`src/hdl/itr_pkg.sv`:
```
// ----------------------------------------------------------------------------
// itr_pkg
// shared types and character constants for the integer token reader
// ----------------------------------------------------------------------------
`default_nettype none

package itr_pkg;

   localparam int unsigned QUEUE_DEPTH_DEFAULT = 4;

   localparam logic [7:0] CHAR_NUL       = 8'd0;
   localparam logic [7:0] CHAR_LF        = 8'd10;
   localparam logic [7:0] CHAR_SPACE     = 8'd32;
   localparam logic [7:0] CHAR_HASH      = 8'd35;
   localparam logic [7:0] CHAR_DOLLAR    = 8'd36;
   localparam logic [7:0] CHAR_MINUS     = 8'd45;
   localparam logic [7:0] CHAR_BACKSLASH = 8'd92;

   typedef enum logic [1:0] {
      KIND_NUMBER = 2'd0,
      KIND_BAD    = 2'd1,
      KIND_EOL    = 2'd2,
      KIND_EOT    = 2'd3
   } kind_type;

   typedef enum logic [2:0] {
      PH_IDLE   = 3'd0,
      PH_SIGN   = 3'd1,
      PH_DOLLAR = 3'd2,
      PH_DIGITS = 3'd3,
      PH_SKIP   = 3'd4
   } phase_type;

   typedef struct packed {
      kind_type    kind;
      logic [31:0] value;
      logic        last;
   } result_type;

   // up to two results from one character
   typedef struct packed {
      logic [1:0] count;
      result_type first;
      result_type second;
   } push_type;

endpackage

`default_nettype wire

```
`src/hdl/itr_front.sv`:
```
// ----------------------------------------------------------------------------
// itr_front
// character classifier and token state machine, one character per cycle while accept is high
// ----------------------------------------------------------------------------
`default_nettype none

module itr_front (
   input  wire logic              clock,
   input  wire logic              reset,
   input  wire logic              accept,
   input  wire logic [7:0]        char_code,
   output itr_pkg::push_type      push
);
   import itr_pkg::*;

   phase_type   phase_ff, phase_in;
   logic [31:0] acc_ff, acc_in;
   logic        neg_ff, neg_in;
   logic        hex_ff, hex_in;
   logic        comment_ff, comment_in;
   logic        bslash_ff, bslash_in;

   logic        is_blank, is_dec, is_hexd;
   logic [3:0]  hval;
   logic        do_idle, do_bad, do_skip;
   logic [1:0]  n;
   kind_type    k0, k1;
   logic [31:0] v0;

   always_comb begin
      is_blank = (char_code == CHAR_SPACE) || (char_code inside {[8'd9:8'd13]});
      is_dec   = char_code inside {[8'd48:8'd57]};
      is_hexd  = is_dec || (char_code inside {[8'd65:8'd70]})
                 || (char_code inside {[8'd97:8'd102]});
      hval     = is_dec ? char_code[3:0] : char_code[3:0] + 4'd9;
   end

   always_comb begin
      phase_in   = phase_ff;
      acc_in     = acc_ff;
      neg_in     = neg_ff;
      hex_in     = hex_ff;
      comment_in = comment_ff;
      bslash_in  = bslash_ff;
      do_idle    = 1'b0;
      do_bad     = 1'b0;
      do_skip    = 1'b0;
      n          = 2'd0;
      k0         = KIND_NUMBER;
      k1         = KIND_NUMBER;
      v0         = 32'd0;

      case (phase_ff)
         PH_DIGITS: begin
            if (hex_ff ? is_hexd : is_dec) begin
               if (hex_ff) begin
                  acc_in = {acc_ff[27:0], 4'd0} + {28'd0, hval};
               end else begin
                  acc_in = {acc_ff[28:0], 3'd0} + {acc_ff[30:0], 1'b0} + {28'd0, hval};
               end
            end else begin
               k0       = KIND_NUMBER;
               v0       = neg_ff ? (32'd0 - acc_ff) : acc_ff;
               n        = 2'd1;
               acc_in   = 32'd0;
               neg_in   = 1'b0;
               hex_in   = 1'b0;
               phase_in = PH_IDLE;
               do_idle  = 1'b1;
            end
         end
         PH_SIGN: begin
            if (char_code == CHAR_DOLLAR) begin
               hex_in   = 1'b1;
               phase_in = PH_DOLLAR;
            end else if (is_dec) begin
               acc_in   = {28'd0, hval};
               phase_in = PH_DIGITS;
            end else begin
               do_bad = 1'b1;
            end
         end
         PH_DOLLAR: begin
            if (is_hexd) begin
               acc_in   = {28'd0, hval};
               phase_in = PH_DIGITS;
            end else begin
               do_bad = 1'b1;
            end
         end
         PH_SKIP: begin
            do_skip = 1'b1;
         end
         default: begin
            phase_in = PH_IDLE;
            do_idle  = 1'b1;
         end
      endcase

      // between words
      if (do_idle) begin
         if (char_code == CHAR_NUL) begin
            if (n == 2'd0) k0 = KIND_EOT; else k1 = KIND_EOT;
            n          = n + 2'd1;
            phase_in   = PH_IDLE;
            acc_in     = 32'd0;
            neg_in     = 1'b0;
            hex_in     = 1'b0;
            comment_in = 1'b0;
            bslash_in  = 1'b0;
         end else if (bslash_ff) begin
            bslash_in = 1'b0;
            if (char_code != CHAR_LF) begin
               if (n == 2'd0) k0 = KIND_BAD; else k1 = KIND_BAD;
               n          = n + 2'd1;
               acc_in     = 32'd0;
               neg_in     = 1'b0;
               hex_in     = 1'b0;
               comment_in = 1'b0;
               phase_in   = PH_SKIP;
            end
         end else if (char_code == CHAR_LF) begin
            if (n == 2'd0) k0 = KIND_EOL; else k1 = KIND_EOL;
            n          = n + 2'd1;
            comment_in = 1'b0;
         end else if (char_code == CHAR_BACKSLASH) begin
            bslash_in = 1'b1;
         end else if (!(comment_ff || is_blank)) begin
            if (char_code == CHAR_HASH) begin
               comment_in = 1'b1;
            end else if (char_code == CHAR_MINUS) begin
               neg_in   = 1'b1;
               phase_in = PH_SIGN;
            end else if (char_code == CHAR_DOLLAR) begin
               hex_in   = 1'b1;
               phase_in = PH_DOLLAR;
            end else if (is_dec) begin
               acc_in   = {28'd0, hval};
               phase_in = PH_DIGITS;
            end else begin
               if (n == 2'd0) k0 = KIND_BAD; else k1 = KIND_BAD;
               n          = n + 2'd1;
               acc_in     = 32'd0;
               neg_in     = 1'b0;
               hex_in     = 1'b0;
               comment_in = 1'b0;
               phase_in   = PH_SKIP;
            end
         end
      end

      // lone sign or dollar: report, then treat this character as skipped
      if (do_bad) begin
         k0         = KIND_BAD;
         n          = 2'd1;
         acc_in     = 32'd0;
         neg_in     = 1'b0;
         hex_in     = 1'b0;
         comment_in = 1'b0;
         phase_in   = PH_SKIP;
         do_skip    = 1'b1;
      end

      // inside a bad word
      if (do_skip) begin
         if (char_code == CHAR_NUL) begin
            if (n == 2'd0) k0 = KIND_EOT; else k1 = KIND_EOT;
            n          = n + 2'd1;
            phase_in   = PH_IDLE;
            acc_in     = 32'd0;
            neg_in     = 1'b0;
            hex_in     = 1'b0;
            comment_in = 1'b0;
            bslash_in  = 1'b0;
         end else if (bslash_ff) begin
            bslash_in = 1'b0;
         end else if (char_code == CHAR_LF) begin
            if (n == 2'd0) k0 = KIND_EOL; else k1 = KIND_EOL;
            n        = n + 2'd1;
            phase_in = PH_IDLE;
         end else if (is_blank) begin
            phase_in = PH_IDLE;
         end else if (char_code == CHAR_BACKSLASH) begin
            bslash_in = 1'b1;
         end
      end

      push.count        = accept ? n : 2'd0;
      push.first.kind   = k0;
      push.first.value  = v0;
      push.first.last   = (n == 2'd1);
      push.second.kind  = k1;
      push.second.value = 32'd0;
      push.second.last  = 1'b1;
   end

   always_ff @(posedge clock) begin
      if (reset) begin
         phase_ff   <= PH_IDLE;
         acc_ff     <= 32'd0;
         neg_ff     <= 1'b0;
         hex_ff     <= 1'b0;
         comment_ff <= 1'b0;
         bslash_ff  <= 1'b0;
      end else if (accept) begin
         phase_ff   <= phase_in;
         acc_ff     <= acc_in;
         neg_ff     <= neg_in;
         hex_ff     <= hex_in;
         comment_ff <= comment_in;
         bslash_ff  <= bslash_in;
      end
   end

endmodule

`default_nettype wire

```
`src/hdl/itr_queue.sv`:
```
// ----------------------------------------------------------------------------
// itr_queue
// result queue, up to two writes and, unless out_stall, one read a cycle, drives the result channel
// ----------------------------------------------------------------------------
`default_nettype none

module itr_queue #(
   parameter int unsigned QUEUE_DEPTH = itr_pkg::QUEUE_DEPTH_DEFAULT
) (
   input  wire logic                clock,
   input  wire logic                reset,
   input  wire itr_pkg::push_type   push,
   output logic                     full,
   output logic                     out_valid,
   input  wire logic                out_stall,
   output itr_pkg::result_type      out_result
);
   import itr_pkg::*;

   localparam int unsigned PTR_W = (QUEUE_DEPTH > 1) ? $clog2(QUEUE_DEPTH) : 1;
   localparam int unsigned CNT_W = $clog2(QUEUE_DEPTH + 1);
   localparam logic [PTR_W-1:0] PTR_LAST = PTR_W'(QUEUE_DEPTH - 1);
   localparam logic [PTR_W-1:0] PTR_ONE  = PTR_W'(1);
   localparam logic [CNT_W-1:0] ROOM_LIMIT = CNT_W'(QUEUE_DEPTH - 2);

   result_type       entry_ff [QUEUE_DEPTH];
   logic [PTR_W-1:0] wr_ff, wr_in, wr_next, rd_ff, rd_in;
   logic [CNT_W-1:0] count_ff, count_in;
   logic             pop;

   always_comb begin
      out_valid = (count_ff != '0);
      full      = (count_ff > ROOM_LIMIT);
      pop       = out_valid && !out_stall;
      wr_next   = (wr_ff == PTR_LAST) ? '0 : wr_ff + PTR_ONE;
      out_result = entry_ff[rd_ff];
      case (push.count)
         2'd1:    wr_in = wr_next;
         2'd2:    wr_in = (wr_next == PTR_LAST) ? '0 : wr_next + PTR_ONE;
         default: wr_in = wr_ff;
      endcase
      rd_in    = pop ? ((rd_ff == PTR_LAST) ? '0 : rd_ff + PTR_ONE) : rd_ff;
      count_in = count_ff + CNT_W'(push.count) - CNT_W'(pop);
   end

   always_ff @(posedge clock) begin
      if (push.count != 2'd0) begin
         entry_ff[wr_ff] <= push.first;
      end
      if (push.count == 2'd2) begin
         entry_ff[wr_next] <= push.second;
      end
   end

   always_ff @(posedge clock) begin
      if (reset) begin
         wr_ff    <= '0;
         rd_ff    <= '0;
         count_ff <= '0;
      end else begin
         wr_ff    <= wr_in;
         rd_ff    <= rd_in;
         count_ff <= count_in;
      end
   end

endmodule

`default_nettype wire

```
`src/hdl/integer_token_reader_unit.sv`:
```
// ----------------------------------------------------------------------------
// integer_token_reader_unit
// text stream tokeniser for signed decimal and '$' hex integers
// ----------------------------------------------------------------------------
// Takes one character per transfer on the req_ channel and gives tokens on
// the rsp_ channel: numbers (wrapping modulo 2^32, '-' negates), bad tokens,
// end of line and end of text. Blanks, '#' comments and backslash-newline
// continuations are skipped; after a bad token the rest of that word is
// dropped. One character is taken every cycle while req_stall is low; a
// character gives zero, one or two results, and rsp_last marks the final result
// of a character. The front state machine holds the whole token state and
// settles each character as it is taken; a small result queue between it and
// the result channel lets the input keep flowing while results wait. The
// sustained rate is therefore one character a cycle, limited only by the
// result channel draining one result a cycle: req_stall rises when fewer
// than two queue slots are free. No clearing pass after reset.
// ----------------------------------------------------------------------------
`default_nettype none

module integer_token_reader_unit #(
   parameter int unsigned QUEUE_DEPTH = itr_pkg::QUEUE_DEPTH_DEFAULT
) (
   input  wire logic               clock,
   input  wire logic               reset,
   // character channel
   input  wire logic               req_valid,
   output logic                    req_stall,
   input  wire logic [7:0]         req_char_code,
   // result channel
   output logic                    rsp_valid,
   input  wire logic               rsp_stall,
   output logic [1:0]              rsp_kind,
   output logic signed [31:0]      rsp_value,
   output logic                    rsp_last
);
   import itr_pkg::*;

   logic       req_accept;
   push_type   push;
   result_type head;
   logic       queue_full;

   // a character transfer completes when the queue has room for two results
   assign req_stall  = queue_full;
   assign req_accept = req_valid && !req_stall;

   // front: classify the character and advance the token state
   itr_front u_front (
      .clock     (clock),
      .reset     (reset),
      .accept    (req_accept),
      .char_code (req_char_code),
      .push      (push)
   );

   // back: queue results and hand them out one per transfer
   itr_queue #(
      .QUEUE_DEPTH (QUEUE_DEPTH)
   ) u_queue (
      .clock      (clock),
      .reset      (reset),
      .push       (push),
      .full       (queue_full),
      .out_valid  (rsp_valid),
      .out_stall  (rsp_stall),
      .out_result (head)
   );

   assign rsp_kind  = head.kind;
   assign rsp_value = $signed(head.value);
   assign rsp_last  = head.last;

   // results are only produced by an accepted character
   a_push_needs_accept: assert property (@(posedge clock) disable iff (reset)
      !req_accept |-> push.count == 2'd0)
      else $error("results pushed without a character transfer");

   // a single result is the last of its character
   a_single_is_last: assert property (@(posedge clock) disable iff (reset)
      push.count == 2'd1 |-> push.first.last)
      else $error("single result not marked last");

   // with two results only the second is last, and the first is not end of text
   a_pair_order: assert property (@(posedge clock) disable iff (reset)
      push.count == 2'd2 |-> !push.first.last && push.first.kind != KIND_EOT)
      else $error("bad ordering of a result pair");

   // only numbers carry a value
   a_value_zero: assert property (@(posedge clock) disable iff (reset)
      (rsp_valid && rsp_kind != KIND_NUMBER) |-> rsp_value == 32'sd0)
      else $error("non-number result with nonzero value");

endmodule

`default_nettype wire
```
`config.mk`:
```
export PLATFORM = sky130hd
export DESIGN_NAME = integer_token_reader_unit
export DESIGN_NICKNAME = d
export VERILOG_FILES = /design/src/hdl/itr_pkg.sv /design/src/hdl/itr_front.sv /design/src/hdl/itr_queue.sv /design/src/hdl/integer_token_reader_unit.sv
export SDC_FILE = /design/constraint.sdc
export NUM_CORES = 1
export LEC_CHECK = 0
export BUFFER_PORTS_ARGS = -buffer_cell sky130_fd_sc_hd__buf_4
export CAP_MARGIN = 10
export CORE_ASPECT_RATIO = 2
export CORE_MARGIN = 2
export CORE_UTILIZATION = 42
export CTS_CLUSTER_SIZE = 16
export DETAILED_ROUTE_END_ITERATION = 16
export PLACE_DENSITY = 0.69
export SLEW_MARGIN = 20
export SYNTH_ARGS = -nofsm -noshare
export SYNTH_HDL_FRONTEND = slang
export SYNTH_HIERARCHICAL = 1
export SYNTH_SLANG_ARGS = --single-unit
```
`constraint.sdc`:
```
create_clock -name clock -period 22.5 [get_ports clock]
set_input_delay 4.5 -clock clock [delete_from_list [all_inputs] [get_ports clock]]
set_output_delay 4.5 -clock clock [all_outputs]
set_load 0.02 [all_outputs]
```
==> impl_metrics.tcl <==
set metrics [dict create \
    postCtsSetupRepairBufs 0 \
    root_buffer "clkbuf_16" \
    cp.required_ns 22.59 \
    core_um2 31300 \
    finClkSkew_ns 0.0118 \
    vias_per_cell 5.71 \
    cts_resized 0 \
    synth_mux_area_share_pct 18.3 \
    synth_area_um2 13300 \
    dp_hpwl_mm 21.5 \
    nNetsFinal 1322 \
    hold_buffers 0 \
    worstHoldPathType "reg2reg" \
    cap_violations 0 \
    fin_tns_setup_ns 0 \
    highest_layer "met4" \
    synth_compound_area_share_pct 14.6 \
    synth_top_cell_by_area "edfxtp_1" \
    diodes 0 \
    row_count 92 \
    met1Wirelength_mm 12.9 \
    syn_to_final_growth_pct 8.18 \
    ys_seq_area_share_pct 39.0 \
    min_period_ns 10.00 \
    seqCellArea_um2 5170 \
    place_congestion 0.907 \
    ys_types 86 \
    clockBufferDepth 2 \
    wl_met2_mm 15.5 \
    finalHoldViolCount 0 \
    synth.area.top_cells "edfxtp_1, mux2_2, ha_1" \
    synth_xor_area_share_pct 3.83 \
    synth_edf_count 140 \
    synth_top_family_by_area "multiplexers" \
    finalMaxSlewViolations 0 \
    r2r-start "u_front/phase_ff[2]$_SDFFE_PP0P_" \
    initial_core_util_pct 42.3 \
    antenna_found_initial 0 \
    setup_viol 0 \
    r2r-end "u_queue/entry_ff[3][13]$_DFFE_PP_" \
    synth-seq-cells 188 \
    synth_cells 1203 \
    dr_wl_met3_um 987 \
    relSlewSlack_pct 27.8 \
    power_density_nw_per_um2 77.8 \
    cp_max_fo 37 \
    synth_ff_type "edfxtp_1" \
    cts_tree "built" \
    wirelength_mm 30.1 \
    multi_input_area_um2 7500 \
    startpoint "req_char_code[0]" \
    cts.clk_slew.worst_paths_ns 0.07 \
    tightest_slew_ns 1.08 \
    synth_warnings 6 \
    crit_end "u_queue/entry_ff[3][13]$_DFFE_PP_" \
    nFillCells 2903 \
    rsz0062_at_grt "false" \
    yosysMostFrequentCell "mux2_2" \
    avgSynthCellArea_um2 11.0 \
    wl_per_cell_um 18.2 \
    dr_total_vias 9462 \
    rrSetupSlack_ns 16.97 \
    final_core_util_pct 45.8 \
    grt_pass1_wl_mm 49.0 \
    synth_top_area_share_pct 31.7 \
    postSynth.asyncResetShare_pct 0 \
    fp.dieH_um 255 \
    stdcell_count 1658 \
    cp-end-kind "register" \
    crit_arrival_ns 10.09 \
    timing.fmax_mhz 100 \
    grt_pass1_vias 9406 \
    drtPass1Iterations 5 \
    synth_commonest_cells "mux2_2, edfxtp_1, nor2_1, ha_1, o21ai_0" \
    cts_buffers 17 \
    status "complete, no violations" \
    cts_sinks 188 \
    yosys.area_share.simple_pct 10.1 \
    io_buffers 48 \
    grt_max_degree 56 \
    die_x_um 130 \
    drive_gt1_share_pct 24.0 \
    post-route-period-util_pct 44.4 \
    synth_fa_ha_area_share_pct 8.47 \
    ir_worst_vdd_v 0.0000455 \
    worst_r2r_path_depth 16 \
    cp-start-kind "input port" \
    route.detailed.drc 0 \
    crit_type "in2reg" \
    clk_latency_ns 0.43 \
    dp.cells 1626 \
    io-pin-count 49 \
    detail-route-antenna-nets 0 \
    drt-initial-drc-count 644 \
    die-area_um2 33100 \
    htreeDepth 4 \
    p_leak_nw 5.69 \
    globalRouteOverflowTotal 0 \
    gr-usage-all-layers_pct 18.6 \
]
==> power by group <==
group          leakage [nW]  internal [mW]  switching, mW  total [mW]
Combinational          3.75          0.154          0.223       0.377
Sequential             1.67          0.431         0.0213       0.452
Clock                 0.274          0.156          0.132       0.288
==> flip-flops by register name, summed over array words and instances, names as in the netlist, named ones only <==
register            count
u_queue/rd_ff           2
u_queue/count_ff        3
u_front/neg_ff          1
u_front/hex_ff          1
u_front/comment_ff      1
u_queue/entry_ff      140
u_front/bslash_ff       1
u_front/acc_ff         32
u_front/phase_ff        3
u_queue/wr_ff           2
==> worst max-delay path, stage by stage <==
cell and delay, ns:
buf_4 0.13, inv_1 0.08, ha_1 0.25, o21ba_2 0.24
o21ai_2 0.36, inv_2 0.20, a21oi_2 0.43, o21ai_2 0.10
buf_4 0.25, ha_1 0.31, nor3_1 0.22, o31ai_1 0.10
a21oi_1 0.26, inv_1 0.11, ha_1 0.30, nor2_1 0.05
nor3_1 0.19, ha_1 0.40, nand2_2 0.65, o21ai_4 0.52
buf_4 0.41
==> metal layers <==
| layer | vias to the layer above | track usage, % |
|---|---|---|
| met4 | 0 | 5.96 |
| met3 | 53 | 1.92 |
| li1 | 4569 | - |
| met1 | 4579 | 23.2 |
| met5 | - | 0 |
| met2 | 261 | 33.2 |
==> placed cells by master (no fill, tap or decap), drive strengths merged, types with 9 or more instances in the layout <==
cell type and n:
mux2 143, edfxtp 140, nor2 94, ha 85
o21ai 79, nand2 74, buf 58, a21oi 54
dfxtp 48, inv 46, xor2 41, mux4 35
conb 33, nor3 24, a22oi 19, clkbuf 18
xnor2 17, o31ai 16, a21o 16, nand3 14
nor2b 12, a22o 10, o41ai 10, o21a 9
==> final cells by class <==
cell class	instances	area share [%]
multi-input cells	918	52.3
flip-flops and latches	188	36.0
well taps	423	3.69
repair buffers	58	3.04
clock buffers	18	2.99
inverters	39	1.02
clock inverters	14	0.942
==> metrics by stage <==
step | total power, mW | cell area [µm²] | setup WS (ns) | hold slack, ns
finish | 1.12 | 14300 | 12.50 | 0.508
global route | 1.17 | 14300 | 12.12 | 0.538
CTS | 1.12 | 14300 | 12.61 | 0.504
detailed placement | 0.837 | 13800 | 12.18 | 0.492
global placement | 0.833 | 13800 | 12.34 | 0.491
floorplan | 0.721 | 13400 | 11.70 | 0.450
==> logic make-up (layout without fill, tap and decap cells) <==
group | Yosys count | in the layout
DFF | 188 | 188
other | 2 | 33
and+or+nand+nor | 273 | 273
muxes | 181 | 181
AOI/OAI and AO/OA | 285 | 285
xor gates and xnor gates | 58 | 58
adders and majority gates | 88 | 88
buffers and inverters | 128 | 129
==> how the worst min path moves through the flow <==
| stage | start | to | slack, ns | cells after the start |
|---|---|---|---|---|
| 6_report | u_front/comment_ff$_SDFFE_PP0P_ | u_front/comment_ff$_SDFFE_PP0P_ | 0.51 | 2 |
| 3_3_place_gp | u_queue/rd_ff[1]$_SDFFE_PP0N_ | u_queue/rd_ff[1]$_SDFFE_PP0N_ | 0.49 | 2 |
| 3_5_place_dp | u_front/comment_ff$_SDFFE_PP0P_ | u_front/comment_ff$_SDFFE_PP0P_ | 0.49 | 2 |
| 2_1_floorplan | u_front/comment_ff$_SDFFE_PP0P_ | u_front/comment_ff$_SDFFE_PP0P_ | 0.45 | 2 |
| 4_1_cts | u_front/comment_ff$_SDFFE_PP0P_ | u_front/comment_ff$_SDFFE_PP0P_ | 0.50 | 2 |
| 5_1_grt | u_front/comment_ff$_SDFFE_PP0P_ | u_front/comment_ff$_SDFFE_PP0P_ | 0.54 | 2 |
(Power assumes the default switching activity.)
